--- src/hdl/hic_pkg.sv ---
// ----------------------------------------------------------------------------
// hic_pkg: shared types and constants of the Hermite inverse-CDF sampler
// Interval store and guide table sizes, queue item layout, sequencer states.
// ----------------------------------------------------------------------------
package hic_pkg;

  localparam int MAX_INTERVALS = 256;
  localparam int GUIDE_LENGTH  = 1024;
  localparam int IDX_W         = $clog2(MAX_INTERVALS);
  localparam int GUIDE_W       = $clog2(GUIDE_LENGTH);
  localparam int SLOT_W        = 10;
  localparam int COUNT_W       = 9;
  localparam int U_W           = 31;
  localparam int CDF_W         = 32;
  localparam int COEF_W        = 48;
  localparam int ACC_W         = 51;
  localparam int QUEUE_DEPTH   = 4;
  localparam int QPTR_W        = $clog2(QUEUE_DEPTH);

  // input selector codes
  localparam logic [1:0] MODE_LOAD_INTERVAL = 2'd0;
  localparam logic [1:0] MODE_LOAD_GUIDE    = 2'd1;
  localparam logic [1:0] MODE_DRAW          = 2'd2;
  localparam logic [1:0] MODE_RESERVED      = 2'd3;

  typedef enum logic [1:0] {
    KIND_LOAD_INTERVAL,
    KIND_LOAD_GUIDE,
    KIND_DRAW
  } kind_t;

  typedef struct packed {
    kind_t                    kind;
    logic [SLOT_W-1:0]        slot;
    logic [U_W-1:0]           u;
    logic [CDF_W-1:0]         cdf_low;
    logic [CDF_W-1:0]         cdf_high;
    logic signed [COEF_W-1:0] c0;
    logic signed [COEF_W-1:0] c1;
    logic signed [COEF_W-1:0] c2;
    logic signed [COEF_W-1:0] c3;
    logic [IDX_W-1:0]         start;
  } item_t;

  typedef struct packed {
    logic [CDF_W-1:0]         hi;
    logic [CDF_W-1:0]         lo;
    logic signed [COEF_W-1:0] c0;
    logic signed [COEF_W-1:0] c1;
    logic signed [COEF_W-1:0] c2;
    logic signed [COEF_W-1:0] c3;
  } interval_t;

  typedef enum logic [3:0] {
    ST_IDLE,
    ST_GUIDE,
    ST_WALK,
    ST_DIV,
    ST_SQUARE,
    ST_CUBE,
    ST_TERM_MUL,
    ST_TERM_ADD,
    ST_OUT
  } state_t;

endpackage

--- src/hdl/hic_queue.sv ---
// ----------------------------------------------------------------------------
// hic_queue: item queue
// Small FIFO between the input stage and the evaluation engine.
// ----------------------------------------------------------------------------
module hic_queue (
  input  logic           clk,
  input  logic           rst,
  input  logic           push_valid,
  output logic           push_ready,
  input  hic_pkg::item_t push_item,
  output logic           pop_valid,
  input  logic           pop_ready,
  output hic_pkg::item_t pop_item
);

  hic_pkg::item_t                   slots [hic_pkg::QUEUE_DEPTH];
  logic [hic_pkg::QPTR_W-1:0]       wr_ptr;
  logic [hic_pkg::QPTR_W-1:0]       rd_ptr;
  logic [hic_pkg::QPTR_W:0]         fill;
  logic                             do_push;
  logic                             do_pop;

  assign push_ready = (fill != (hic_pkg::QPTR_W+1)'(hic_pkg::QUEUE_DEPTH));
  assign pop_valid  = (fill != '0);
  assign pop_item   = slots[rd_ptr];
  assign do_push    = push_valid && push_ready;
  assign do_pop     = pop_valid && pop_ready;

  // advance pointers and fill level
  always_ff @(posedge clk) begin
    if (rst) begin
      wr_ptr <= '0;
      rd_ptr <= '0;
      fill   <= '0;
    end else begin
      if (do_push) wr_ptr <= wr_ptr + 1'b1;
      if (do_pop)  rd_ptr <= rd_ptr + 1'b1;
      if (do_push && !do_pop) fill <= fill + 1'b1;
      else if (!do_push && do_pop) fill <= fill - 1'b1;
    end
    if (do_push) slots[wr_ptr] <= push_item;
  end

endmodule

--- config.mk ---
export PLATFORM = sky130hd
export DESIGN_NAME = hic_queue
export DESIGN_NICKNAME = d
export VERILOG_FILES = /design/src/hdl/hic_pkg.sv /design/src/hdl/hic_queue.sv
export SDC_FILE = /design/constraint.sdc
export NUM_CORES = 1
export LEC_CHECK = 0
export BUFFER_PORTS_ARGS = -buffer_cell sky130_fd_sc_hd__buf_4
export CAP_MARGIN = 5
export CORE_MARGIN = 10
export CORE_UTILIZATION = 45
export DETAILED_ROUTE_END_ITERATION = 8
export GPL_TIMING_DRIVEN = 0
export PLACE_DENSITY = 0.74
export SYNTH_ARGS = -nofsm -noshare
export SYNTH_HDL_FRONTEND = slang
export SYNTH_SLANG_ARGS = --single-unit
--- constraint.sdc ---
create_clock -name clk -period 13.9 [get_ports clk]
set_clock_uncertainty 0.2 [all_clocks]
set_input_delay 3.475 -clock clk [delete_from_list [all_inputs] [get_ports clk]]
set_output_delay 3.475 -clock clk [all_outputs]
set_load 0.03 [all_outputs]
==> results_dict.tcl, run 1 <==
set metrics [dict create \
    syn-cell-area_um2 44750 \
    total_power_mw 11.24 \
    grt_usage 0.1769 \
    slew_headroom 0.2715 \
    port_buffers 618 \
    fin_crit_sh 0.4874 \
    power_switching_mw 3.476 \
    cts_made_buffers 121 \
    antenna_found_initial 17 \
    grt_max_degree 63 \
    synth_flop_cell "edfxtp_1" \
    rr_endpoint "slots[1][101]" \
    fin_util 0.5647 \
    synthCells 1651 \
    rsz0062_at_grt "false" \
    ctsResizeCount 0 \
    clockRootBuffer "clkbuf_16" \
    drc_errors 0 \
    worst_slew_pin_slew_ns 1.093 \
    sequentialPowerShare 0.410 \
    final_area_um2 55660 \
    endpoint "pop_item[153]" \
    path_max_fanout 10 \
    dpl.cell_count 3581 \
    cp.required_ns 10.22 \
    powerDensity_nw_per_um2 201.8 \
    via_count 20440 \
    postCtsHoldBufs 0 \
    overflow 0 \
    io_pins 620 \
    clockPowerShare 0.285 \
    via_per_inst 5.356 \
    die-area_um2 112500 \
    die_h_um 335.4 \
    dp_slack_ns 7.714 \
    arrival_ns 3.10 \
    power.internal_mw 7.760 \
    fp-row-count 115 \
    max_cap_violations 0 \
    syn2layout_area_growth_pct 24.38 \
    grt_pass1_vias 21920 \
    reg2reg_slack_ns 10.68 \
    drive_above_1_share 0.4715 \
    start_kind "flip-flop" \
    yosysWarnings 0 \
    nFillCells 6975 \
    synth-edff-count 1228 \
    stdcell_count 3816 \
    dr.pass1.iters 5 \
    drt_iter0_markers 1552 \
    worstHoldPathType "flip-flop to flip-flop" \
    synth-seq-cells 1237 \
    yosysUniqueCellTypes 22 \
    gp_congestion 0.7737 \
    hold_viol 0 \
    dpl-instance-area_um2 51690 \
    reg2reg_depth 6 \
    crit_path_end_kind "primary output" \
    rr_startpoint "fill[0]" \
    fin_ws_ns 7.125 \
    h-tree-depth 3 \
    synth_nets 1968 \
    postRouteAntennaNets 0 \
    path_class "flip-flop to primary output" \
    ff_latch_area_um2 37060 \
    yosysSeqAreaShare 0.8280 \
    grt_pass1_wl_um 147200 \
    hpwl_um 68520 \
    async_flop_share 0 \
    wl_per_cell_um 26.57 \
    clock_latency_ns 0.71 \
    period_needed_ns 6.775 \
    cts_sinks 1237 \
    layout_commonest_cell "edfxtp_1" \
    combPwrFrac 0.305 \
    multi_input_area_um2 7194 \
    syn_area_per_cell_um2 27.11 \
    setup_viol 0 \
    cts_buffer_depth 3 \
    core-area_um2 98560 \
    postCtsSetupBuffers 0 \
    initial_core_util 0.4541 \
    fin_nets 2734 \
    final_cell_mix "1228 x edfxtp_1, 618 x buf_4, 307 x mux4_2" \
    die_w_um 335.4 \
    status "finished clean" \
    p_leak_nw 18.62 \
    swShare 0.3093 \
    slew_violations 0 \
    fmax_mhz 147.6 \
    clk_pin_slew_worst_paths_ns 0.06 \
    vdd_ir_drop_max_v 0.0001385 \
    routed_wl_um 101400 \
    cts_tree "done" \
]
[cells in the mapped netlist (2+ instances only)]
| cell type | instances | area share |
|---|---|---|
| and2_1 | 4 | 0.00056 |
| buf_2 | 32 | 0.0036 |
| buf_6 | 27 | 0.0068 |
| clkbuf_1 | 10 | 0.00084 |
| dfxtp_1 | 9 | 0.0040 |
| edfxtp_1 | 1228 | 0.82 |
| ha_1 | 5 | 0.0014 |
| inv_1 | 3 | 0.00025 |
| mux2i_1 | 2 | 0.00045 |
| mux4_2 | 307 | 0.15 |
| nand2b_1 | 2 | 0.00028 |
| nor2_1 | 8 | 0.00067 |
| or3_1 | 2 | 0.00028 |
| xor2_1 | 4 | 0.00078 |
[metal layers]
metal	vias up	global-route usage	share of wire
met5	-	0	0.0011
met2	761	0.2997	0.51
li1	8778	-	-
met1	10720	0.2045	0.36
met4	20	0.05373	0.025
met3	159	0.07203	0.10
[worst min path at each step]
stage,end,depth (start not counted),start
2_1_floorplan,wr_ptr[1],2,wr_ptr[1]
3_3_place_gp,wr_ptr[1],2,wr_ptr[1]
3_5_place_dp,wr_ptr[1],2,wr_ptr[1]
4_1_cts,wr_ptr[1],2,wr_ptr[1]
5_1_grt,flip-flop,2,rd_ptr[1]
6_report,wr_ptr[1],2,wr_ptr[1]
[worst max-delay path, cell delays in order, from the launching register on]
cell and delay, ns:
dfxtp_1 0.30, buf_2 0.40, clkbuf_2 0.65, buf_2 0.42
mux4_2 0.39, buf_4 0.20
[sequential cells by signal, summed over array words and instances, names as in the netlist, named ones only]
name    flops
fill        3
wr_ptr      2
slots    1228
rd_ptr      2
[layout make-up]
| class | count | area share |
|---|---|---|
| sequential | 1237 | 0.6657 |
| clock buffer | 143 | 0.05642 |
| buffer | 69 | 0.009036 |
| clock inverter | 85 | 0.01466 |
| multi-input combinational | 342 | 0.1292 |
| timing repair buffer | 643 | 0.09549 |
| tap | 1287 | 0.02893 |
| inverter | 3 | 0.0002023 |
| antenna | 7 | 0.0003147 |
[kinds of logic after synthesis]
family,after synthesis,share of synthesized area
DFF,1237,0.8280
adders and majority gates,6,0.001845
AOI/OAI and AO/OA,5,0.0008386
and+or+nand+nor,17,0.001873
xor gates and xnor gates,4,0.0007827
muxes,310,0.1552
buffers and inverters,72,0.01146
[through the flow]
step	TNS, ns	hold WS [ns]
after floorplan	0	0.2820
after global placement	-3780.60	0.3006
after detailed placement	0	0.3291
after CTS	0	0.3419
after global routing	0	0.3837
final	0	0.3456
[power by group through the flow]
stage	Combinational (mW)	Sequential, mW	Clock (mW)
after floorplan	2.16	4.78	0
after global placement	3.38	4.89	0
after detailed placement	3.48	4.69	0
after CTS	3.49	4.61	3.28
after global routing	3.61	4.63	3.42
final	3.42	4.61	3.20
Note: power is estimated with default switching activity, not from simulation.
==> run 2: changes to the inputs <==
Clock period 13.9 ns to 6.58 ns, I/O delays scaled along.
==> run 2 against run 1 <==
Compared with the run above:
- highest routed layer unchanged
- clock power up 110%
- total power up 110%
- sequential share of layout area up 0.23 points
- routed wire length about the same
- global-route usage about the same
- setup slack worse by 6.0 ns
- combinational power up 110%
- non-clock buffer count down 5
- via count about the same
- final cell count down 0.21%
==> results_dict.tcl, run 2 (synthesis results as in run 1) <==
set metrics [dict create \
    grt_pass1_vias 22030 \
    final_cell_mix "1228 x edfxtp_1, 618 x buf_4, 307 x mux4_2" \
    dpl.cell_count 3576 \
    layout_commonest_cell "edfxtp_1" \
    crit_slowest_cell "clkbuf_1" \
    port_buffers 618 \
    grt_max_degree 61 \
    core-area_um2 98560 \
    crit_family "buffers and inverters" \
    syn2layout_area_growth_pct 23.95 \
    cpMostUsedCell "buf_2" \
    ctsResizeCount 0 \
    cts_tree "done" \
    initial_core_util 0.4541 \
    grt_pass1_wl_um 147300 \
    routed_wl_um 101500 \
    clk_pin_slew_worst_paths_ns 0.06 \
    path_class "flip-flop to primary output" \
    cp.required_ns 4.74 \
    nFillCells 6992 \
    cts_sinks 1237 \
    fin_crit_sh 0.8266 \
    slew_headroom 0.1652 \
    path_max_fanout 10 \
    setup_viol 0 \
    fin_nets 2728 \
    cts_made_buffers 120 \
    postRouteAntennaNets 0 \
    via_count 20450 \
    via_per_inst 5.370 \
    drive_above_1_share 0.4683 \
    crit_path_end_kind "primary output" \
    hold_viol 0 \
    max_cap_violations 0 \
    period_needed_ns 5.439 \
    rsz0062_at_grt "false" \
    postCtsHoldBufs 0 \
    vdd_ir_drop_max_v 0.0003083 \
    stdcell_count 3808 \
    overflow 0 \
    die_h_um 335.4 \
    fmax_mhz 183.9 \
    top_register "slots" \
    dr.pass1.iters 5 \
    slew_violations 0 \
    tns_ns 0 \
    worstPathCellList "buf_2, clkbuf_1, buf_2, mux4_2, buf_4" \
    arrival_ns 3.59 \
    drt_iter0_markers 1518 \
    whs_ns 0.3090 \
    p_leak_nw 18.52 \
    start_kind "flip-flop" \
    reg.largest.list "slots: 1228 flops, fill: 3 flops" \
    die_w_um 335.4 \
    worstHoldPathType "flip-flop to flip-flop" \
    drc_errors 0 \
    dpl-instance-area_um2 51560 \
    final_area_um2 55470 \
    die-area_um2 112500 \
    grt_usage 0.1770 \
    status "finished clean" \
    h-tree-depth 3 \
    gp_congestion 0.7758 \
    cts_buffer_depth 3 \
    io_pins 620 \
    max_stage_delay_ns 0.98 \
    antenna_found_initial 21 \
    powerDensity_nw_per_um2 426.0 \
    postCtsSetupBuffers 0 \
    largest_reg_flops 1228 \
    total_power_mw 23.63 \
    fp-row-count 115 \
    hpwl_um 67270 \
    crit_buf_inv 4 \
    clock_latency_ns 0.70 \
    clockRootBuffer "clkbuf_16" \
    wl_per_cell_um 26.64 \
    worst_slew_pin_slew_ns 1.252 \
]
run 2: cell count changes in the layout (fill, tap and decap cells not counted), sizes merged:
cell    before  now
buf        702  697
clkbuf     153  152
clkinv      65   59
diode        7   10
inv          8    9
run 2: where the power goes:
part	internal (mW)	switching, mW
clock network	3.84	2.84
registers	9.56	0.177
logic	2.93	4.28
run 2: final cells by class:
class	count	area, um^2	share of cell area
diodes	10	25.02	0.0004511
plain buffers	69	503.0	0.009067
clock buffers	142	3107	0.05600
well taps	1287	1610	0.02903
flip-flops and latches	1237	37060	0.6680
repair buffers	638	5190	0.09356
multi-input cells	342	7194	0.1297
clock inverters	80	777.0	0.01401
inverters	3	11.26	0.0002030
run 2: routing by layer:
metal  track usage  vias to the layer above  share of wire
li1              -                     8755              -
met1        0.2071                    10790           0.36
met2        0.2961                      731           0.52
met3       0.07152                      159           0.10
met4       0.05742                       20          0.024
met5             0                        -         0.0014
run 2: metrics by stage:
step | setup slack, ns | utilization
after floorplan | 0.2156 | -
after global placement | -2.727 | 0.5175
after detailed placement | 1.692 | 0.5232
after CTS | 0.9029 | 0.5626
after global routing | 0.9469 | 0.5628
final | 1.141 | 0.5628
run 2: final timing paths:
kind / start / cells after the start / slack (ns) / end
worst max-delay path: flip-flop / 5 / 1.14 / pop_item[193]
worst min-delay path: rd_ptr[0] / 2 / 0.31 / flip-flop
worst max register to register: fill[0] / 6 / 3.22 / slots[0][50]
worst min register to register: rd_ptr[0] / 2 / 0.31 / flip-flop
run 2: worst reg2reg max path: stages, from the launching register on:
cell and delay [ns]:
dfxtp_1 0.46, nor2_1 0.11, a21boi_2 0.36, and2_4 0.71, buf_16 0.34, buf_16 0.34, buf_16 0.41
