===== src/hdl/hic_pkg.sv =====
// ----------------------------------------------------------------------------
// hic_pkg: shared types and constants of the Hermite inverse-CDF sampler
// Interval store and guide table sizes, queue item layout, sequencer states.
// ----------------------------------------------------------------------------
package hic_pkg;

  localparam int MAX_INTERVALS = 256;
  localparam int GUIDE_LENGTH  = 1024;
  localparam int IDX_W         = $clog2(MAX_INTERVALS);
  localparam int GUIDE_W       = $clog2(GUIDE_LENGTH);
  localparam int SLOT_W        = 10;
  localparam int COUNT_W       = 9;
  localparam int U_W           = 31;
  localparam int CDF_W         = 32;
  localparam int COEF_W        = 48;
  localparam int ACC_W         = 51;
  localparam int QUEUE_DEPTH   = 4;
  localparam int QPTR_W        = $clog2(QUEUE_DEPTH);

  // input selector codes
  localparam logic [1:0] MODE_LOAD_INTERVAL = 2'd0;
  localparam logic [1:0] MODE_LOAD_GUIDE    = 2'd1;
  localparam logic [1:0] MODE_DRAW          = 2'd2;
  localparam logic [1:0] MODE_RESERVED      = 2'd3;

  typedef enum logic [1:0] {
    KIND_LOAD_INTERVAL,
    KIND_LOAD_GUIDE,
    KIND_DRAW
  } kind_t;

  typedef struct packed {
    kind_t                    kind;
    logic [SLOT_W-1:0]        slot;
    logic [U_W-1:0]           u;
    logic [CDF_W-1:0]         cdf_low;
    logic [CDF_W-1:0]         cdf_high;
    logic signed [COEF_W-1:0] c0;
    logic signed [COEF_W-1:0] c1;
    logic signed [COEF_W-1:0] c2;
    logic signed [COEF_W-1:0] c3;
    logic [IDX_W-1:0]         start;
  } item_t;

  typedef struct packed {
    logic [CDF_W-1:0]         hi;
    logic [CDF_W-1:0]         lo;
    logic signed [COEF_W-1:0] c0;
    logic signed [COEF_W-1:0] c1;
    logic signed [COEF_W-1:0] c2;
    logic signed [COEF_W-1:0] c3;
  } interval_t;

  typedef enum logic [3:0] {
    ST_IDLE,
    ST_GUIDE,
    ST_WALK,
    ST_DIV,
    ST_SQUARE,
    ST_CUBE,
    ST_TERM_MUL,
    ST_TERM_ADD,
    ST_OUT
  } state_t;

endpackage


===== src/hdl/hic_front.sv =====
// ----------------------------------------------------------------------------
// hic_front: input stage
// Accepts stream items, drops ignored ones, registers classified items.
// ----------------------------------------------------------------------------
module hic_front (
  input  logic                clk,
  input  logic                rst,
  input  logic                in_valid,
  output logic                in_ready,
  input  logic [1:0]          in_mode,
  input  logic [311:0]        in_data,
  output logic                item_valid,
  input  logic                item_ready,
  output hic_pkg::item_t      item
);

  logic           keep;
  hic_pkg::item_t decoded;

  // classify: mode three and interval slots beyond the store are dropped
  always_comb begin
    decoded.slot     = in_data[9:0];
    decoded.u        = in_data[40:10];
    decoded.cdf_low  = in_data[72:41];
    decoded.cdf_high = in_data[104:73];
    decoded.c0       = in_data[152:105];
    decoded.c1       = in_data[200:153];
    decoded.c2       = in_data[248:201];
    decoded.c3       = in_data[296:249];
    decoded.start    = in_data[304:297];
    decoded.kind     = hic_pkg::KIND_DRAW;
    keep             = 1'b0;
    case (in_mode)
      hic_pkg::MODE_LOAD_INTERVAL: begin
        decoded.kind = hic_pkg::KIND_LOAD_INTERVAL;
        keep = ({22'd0, in_data[9:0]} < 32'(hic_pkg::MAX_INTERVALS));
      end
      hic_pkg::MODE_LOAD_GUIDE: begin
        decoded.kind = hic_pkg::KIND_LOAD_GUIDE;
        keep = ({22'd0, in_data[9:0]} < 32'(hic_pkg::GUIDE_LENGTH));
      end
      hic_pkg::MODE_DRAW: begin
        decoded.kind = hic_pkg::KIND_DRAW;
        keep = 1'b1;
      end
      default: keep = 1'b0;
    endcase
  end

  assign in_ready = !item_valid || item_ready;

  // hold one classified item until the queue takes it
  always_ff @(posedge clk) begin
    if (rst) begin
      item_valid <= 1'b0;
    end else if (in_ready) begin
      item_valid <= in_valid && keep;
    end
    if (in_ready && in_valid) begin
      item <= decoded;
    end
  end

endmodule


===== config.mk =====
export PLATFORM = sky130hd
export DESIGN_NAME = hic_front
export DESIGN_NICKNAME = d
export VERILOG_FILES = /design/src/hdl/hic_pkg.sv /design/src/hdl/hic_front.sv
export SDC_FILE = /design/constraint.sdc
export NUM_CORES = 1
export LEC_CHECK = 0
export ABC_AREA = 1
export BUFFER_PORTS_ARGS = -buffer_cell sky130_fd_sc_hd__buf_4
export CAP_MARGIN = 10
export CELL_PAD_IN_SITES_DETAIL_PLACEMENT = 1
export CELL_PAD_IN_SITES_GLOBAL_PLACEMENT = 2
export CORE_AREA = 2 2 241 243
export CTS_CLUSTER_SIZE = 10
export DETAILED_ROUTE_END_ITERATION = 8
export DIE_AREA = 0 0 243 245
export PLACE_DENSITY = 0.62
export SETUP_SLACK_MARGIN = 0.4
export SYNTH_ARGS = -nofsm -noshare
export SYNTH_HDL_FRONTEND = slang
export SYNTH_SLANG_ARGS = --single-unit

===== constraint.sdc =====
create_clock -name clk -period 22.3 [get_ports clk]
set_input_delay 1.115 -clock clk [delete_from_list [all_inputs] [get_ports clk]]
set_output_delay 1.115 -clock clk [all_outputs]
set_load 0.02 [all_outputs]

==> flow_metrics.env, run 1 <==
export IMPL_synth_top_family_by_area="adder cells"
export IMPL_syn_area_per_cell_um2=28.70
export IMPL_drt_pass1_iter_count=4
export IMPL_row_count=88
export IMPL_grt_pass1_vias=6457
export IMPL_wl_per_cell_um=18.19
export IMPL_drv_slew=0
export IMPL_ys_seq_elements=308
export IMPL_min_period_over_period_pct=13.08
export IMPL_layout_drive_gt1_share_pct=66.67
export IMPL_yosys_area_share_simple_pct=0.3611
export IMPL_crit_type="input pin to flop"
export IMPL_mostFrequentLayoutCell="buf_4"
export IMPL_areaGrowthSynthToFinish_pct=72.40
export IMPL_ios=627
export IMPL_required_ps=22450
export IMPL_drc=0
export IMPL_grt_antenna_before_repair=3
export IMPL_synth_compound_area_share_pct=0.1471
export IMPL_period_minus_slack_ps=2916
export IMPL_num_vias=5911
export IMPL_worst_pin_slew_ps=1192
export IMPL_clk_path_buf_depth=3
export IMPL_via_per_inst=3.338
export IMPL_holdBufCountCts=0
export IMPL_start_util_pct=16.40
export IMPL_synth_distinct_cells=9
export IMPL_grt_max_degree=177
export IMPL_max_cap_violations=0
export IMPL_synthMuxAreaShare_pct=0
export IMPL_whs_path_depth=2
export IMPL_dieWidth_um=243
export IMPL_finalHoldViolCount=0
export IMPL_synth_xor_area_share_pct=0
export IMPL_worst_setup_path_end_kind="flop"
export IMPL_place_hpwl_mm=24.95
export IMPL_finalSetupViolations=0
export IMPL_cts_tree="built"
export IMPL_ant_nets=0
export IMPL_reg2reg_depth=3
export IMPL_die_y_um=245
export IMPL_core_um2=57030
export IMPL_rsz0062_at_grt="false"
export IMPL_cts_setup_buffers=0
export IMPL_clock_sinks=308
export IMPL_cts_buffers_inserted=39
export IMPL_dp_cells=1713
export IMPL_crit_arrival_ps=3060
export IMPL_cts_root_buf="clkbuf_16"
export IMPL_die_area_um2=59540
export IMPL_pre_cts_ws_ps=18810
export IMPL_clkTransAtPathRegs_ps=50
export IMPL_grt_pass1_wl_mm=43.78
export IMPL_fmax_mhz=343.0
export IMPL_syn_num_nets=648
export IMPL_cp_max_fo=74
export IMPL_cts_max_level=2
export IMPL_setup_slack_ps=19380
export IMPL_leakage_nw=6.614
export IMPL_fin_skew_ps=10.47
export IMPL_netlist_area_um2=9355
export IMPL_final_nets=1311
export IMPL_synthAdderAreaFrac_pct=0.5350
export IMPL_track_usage_pct=10.15
export IMPL_grt_overflow=0
export IMPL_hold_path_class="flop to flop"
export IMPL_synthCells=326
export IMPL_start_kind="input pin"
export IMPL_cts_resized=0
export IMPL_peakVddDrop_mv=0.05804
export IMPL_fill_cells=6162
export IMPL_wl_mm=32.22
export IMPL_clk_insertion_delay_late_ps=520
export IMPL_first_iter_violations=203
export IMPL_finalNonFillerCells=1771
export IMPL_gp_congestion=0.7774
export IMPL_seq_area_frac_synth_pct=98.76
export IMPL_power_density_nw_per_um2=87.92
export IMPL_yosys_warnings=0
export IMPL_io_buffers=619
export IMPL_status="complete, no violations"
export IMPL_layout_common_cells="buf_4, edfxtp_1, clkbuf_16, clkbuf_1, inv_1"
export IMPL_maxSlewHeadroom_pct=20.52
export IMPL_fin_tns_setup_ps=0
metal layers:
layer  up-vias  track usage (%)  part of all wire [%]
met5         -                0                 0.037
met4         2            3.230                   2.1
met3        46            4.822                    11
met2       348            18.01                    52
met1      2879            10.56                    35
li1       2636                -                     -
power by group:
group	switching [W]	internal [W]
clock	0.000227	0.000341
sequential	0.0000112	0.000681
combinational	0.0000839	0.0000744
total	0.000322	0.00110
sequential cells by signal, summed over array words and instances, names as in the netlist:
| signal | flops |
|---|---|
| item | 307 |
| item_valid | 1 |
cells in the mapped netlist:
master | number | area share, %
ha_1 | 4 | 0.53
edfxtp_1 | 307 | 99
nor2_1 | 2 | 0.080
nand2_1 | 4 | 0.16
nor2_4 | 1 | 0.12
a21oi_2 | 1 | 0.094
a21oi_1 | 1 | 0.053
dfxtp_1 | 1 | 0.21
inv_1 | 5 | 0.20
cell type report:
| type | count | area (µm²) | area share, % |
|---|---|---|---|
| Inverter | 5 | 18.77 | 0.1164 |
| Clock inverter | 8 | 63.81 | 0.3957 |
| Timing Repair Buffer | 622 | 4682 | 29.03 |
| Multi-Input combinational cell | 13 | 108.9 | 0.6749 |
| Clock buffer | 49 | 1056 | 6.548 |
| Antenna cell | 1 | 2.502 | 0.01552 |
| Sequential cell | 308 | 9239 | 57.28 |
| Tap cell | 765 | 957.2 | 5.935 |
final timing paths:
path,to,from,slack (ps)
max,item[54]$_DFFE_PP_,in_valid,19380
min,item_valid$_SDFFE_PP0P_,item_valid$_SDFFE_PP0P_,670
max reg2reg,item[54]$_DFFE_PP_,item_valid$_SDFFE_PP0P_,19800
min reg2reg,item_valid$_SDFFE_PP0P_,item_valid$_SDFFE_PP0P_,670
logic make-up after synthesis:
group,count (synthesis)
DFF,308
and+or+nand+nor,7
buffers and inverters,5
adders and majority gates,4
AOI/OAI and AO/OA,2
critical path: stages:
cell and delay, ps:
buf_4 80, inv_1 110, a21oi_4 170, buf_4 590, buf_4 870
through the flow:
step | cell area [µm²] | power (W) | utilization [%] | hold WS, ps
global placement | 15010 | 0.0008622 | 26.31 | 691.9
global route | 16130 | 0.001475 | 28.27 | 710.7
CTS | 16130 | 0.001450 | 28.27 | 702.5
floorplan | 9355 | 0.0007760 | - | 712.2
finish | 16130 | 0.001418 | 28.28 | 674.0
detailed placement | 15010 | 0.0008657 | 26.31 | 698.8
No activity file was read; power rests on OpenSTA's default activity.
==> run 2: changes to the inputs <==
Settings changed: PLACE_DENSITY 0.62 to 0.64.
Clock period 22.3 ns to 2.46 ns, I/O delays scaled along.
==> run 2 against run 1 <==
Compared with the run above: wire length rose by 18%; global-route usage rose by 2.1 points; sequential share of layout area fell by 9.4 points; sequential cell count did not move; worst setup slack got worse by 18000 ps; first-iteration DRC count fell by 0.99%; die area did not move; critical path depth fell by 2; cell count rose by 18%; non-clock buffer count rose by 311; critical path type is now flop to flop; largest power group unchanged; highest routed layer unchanged.
==> flow_metrics.env, run 2 (synthesis results as in run 1) <==
export IMPL_clk_path_buf_depth=3
export IMPL_clock_sinks=308
export IMPL_row_count=88
export IMPL_grt_max_degree=107
export IMPL_fmax_mhz=650.6
export IMPL_die_y_um=245
export IMPL_ios=627
export IMPL_cts_resized=0
export IMPL_layout_common_cells="buf_4, dlygate4sd3_1, edfxtp_1, clkbuf_16, clkbuf_1"
export IMPL_power_density_nw_per_um2=699.7
export IMPL_io_buffers=619
export IMPL_ant_nets=0
export IMPL_areaGrowthSynthToFinish_pct=106.2
export IMPL_drv_slew=0
export IMPL_min_period_over_period_pct=62.48
export IMPL_top_register="item"
export IMPL_wl_mm=38.04
export IMPL_max_cap_violations=0
export IMPL_hold_worst_slack_ps=35.36
export IMPL_drt_pass1_iter_count=4
export IMPL_core_um2=57030
export IMPL_worst_pin_slew_ps=688.1
export IMPL_crit_type="flop to flop"
export IMPL_final_nets=1622
export IMPL_cp_max_fo=74
export IMPL_maxSlewHeadroom_pct=54.13
export IMPL_largest_reg_flops=307
export IMPL_crit_arrival_ps=1720
export IMPL_clkTransAtPathRegs_ps=50
export IMPL_clk_insertion_delay_late_ps=530
export IMPL_holdBufCountCts=308
export IMPL_die_area_um2=59540
export IMPL_period_minus_slack_ps=1537
export IMPL_cts_max_level=2
export IMPL_peakVddDrop_mv=0.5586
export IMPL_status="complete, no violations"
export IMPL_drc=0
export IMPL_hold_path_class="input pin to flop"
export IMPL_rsz0062_at_grt="false"
export IMPL_fin_skew_ps=21.72
export IMPL_grt_pass1_vias=8392
export IMPL_layout_drive_gt1_share_pct=51.22
export IMPL_place_area_um2=15060
export IMPL_place_hpwl_mm=25.19
export IMPL_finalHoldViolCount=0
export IMPL_grt_antenna_before_repair=4
export IMPL_wl_per_cell_um=18.27
export IMPL_first_iter_violations=201
export IMPL_reg_top3="item (307), item_valid (1)"
export IMPL_cts_buffers_inserted=39
export IMPL_fin_tns_setup_ps=0
export IMPL_cts_setup_buffers=0
export IMPL_dieWidth_um=243
export IMPL_start_util_pct=16.40
export IMPL_gp_congestion=0.7789
export IMPL_cts_root_buf="clkbuf_16"
export IMPL_worst_setup_path_end_kind="flop"
export IMPL_grt_pass1_wl_mm=53.94
export IMPL_via_per_inst=3.452
export IMPL_grt_overflow=0
export IMPL_num_vias=7188
export IMPL_fin_area_um2=19290
export IMPL_mostFrequentLayoutCell="buf_4"
export IMPL_leakage_nw=7.930
export IMPL_cts_tree="built"
export IMPL_required_ps=2640
export IMPL_track_usage_pct=12.22
export IMPL_start_kind="flop"
export IMPL_finalSetupViolations=0
==> run 2: cell types whose count changed in the layout (fill, tap and decap cells not counted), sizes merged <==
cell	change
dlygate4sd3	+308
clkinvlp	+2
clkinv	-2
buf	+3
bufinv	+1
clkbuf	-1
==> run 2: worst max-delay path: stages, from the launching register on <==
cell	delay, ps
dfxtp_4	360
a21oi_4	200
buf_4	200
buf_12	340
==> run 2: path summary, 6_finish.rpt <==
check / from / end / slack (ps) / cells after the start
min reg2reg: item_valid$_SDFFE_PP0P_ / item[262]$_DFFE_PP_ / 780 / 2
max reg2reg: item_valid$_SDFFE_PP0P_ / item[194]$_DFFE_PP_ / 920 / 3
max: item_valid$_SDFFE_PP0P_ / item[194]$_DFFE_PP_ / 920 / 3
min: in_mode[1] / item[305]$_DFFE_PP_ / 40 / 3
==> run 2: power by group <==
group          internal, W  switching (W)  leakage [nW]
logic              0.00101       0.000889          4.38
clock network      0.00319        0.00214         0.550
registers          0.00617       0.000109          3.00
==> run 2: per-layer routing <==
metal / track usage, % / up-vias / wire [µm] / part of all wire (%)
met5: 0 / - / 21 / 0.055
met3: 4.428 / 58 / 3168 / 8.3
met2: 22.55 / 376 / 20340 / 53
met4: 3.934 / 4 / 959 / 2.5
li1: - / 3264 / - / -
met1: 12.86 / 3486 / 13560 / 36
==> run 2: stage by stage <==
stage | setup WS [ps] | util (%) | power, W | cells
global placement | 980.0 | 26.40 | 0.007816 | 1716
finish | 923.0 | 33.82 | 0.01350 | 2082
floorplan | -3379 | - | 0.006913 | 326
CTS | 936.9 | 33.81 | 0.01371 | 2081
detailed placement | 954.2 | 26.40 | 0.007851 | 1716
global route | 872.1 | 33.82 | 0.01401 | 2082
==> run 2: area by class of cell <==
type                    instances  area, µm²
fillers                      6037      37750
flip-flops and latches        308       9243
repair buffers                933       7812
clock buffers                  48       1052
well taps                     765      957.2
multi-input cells              13      108.9
clock inverters                 9      93.84
inverters                       5      18.77
diodes                          1      2.502
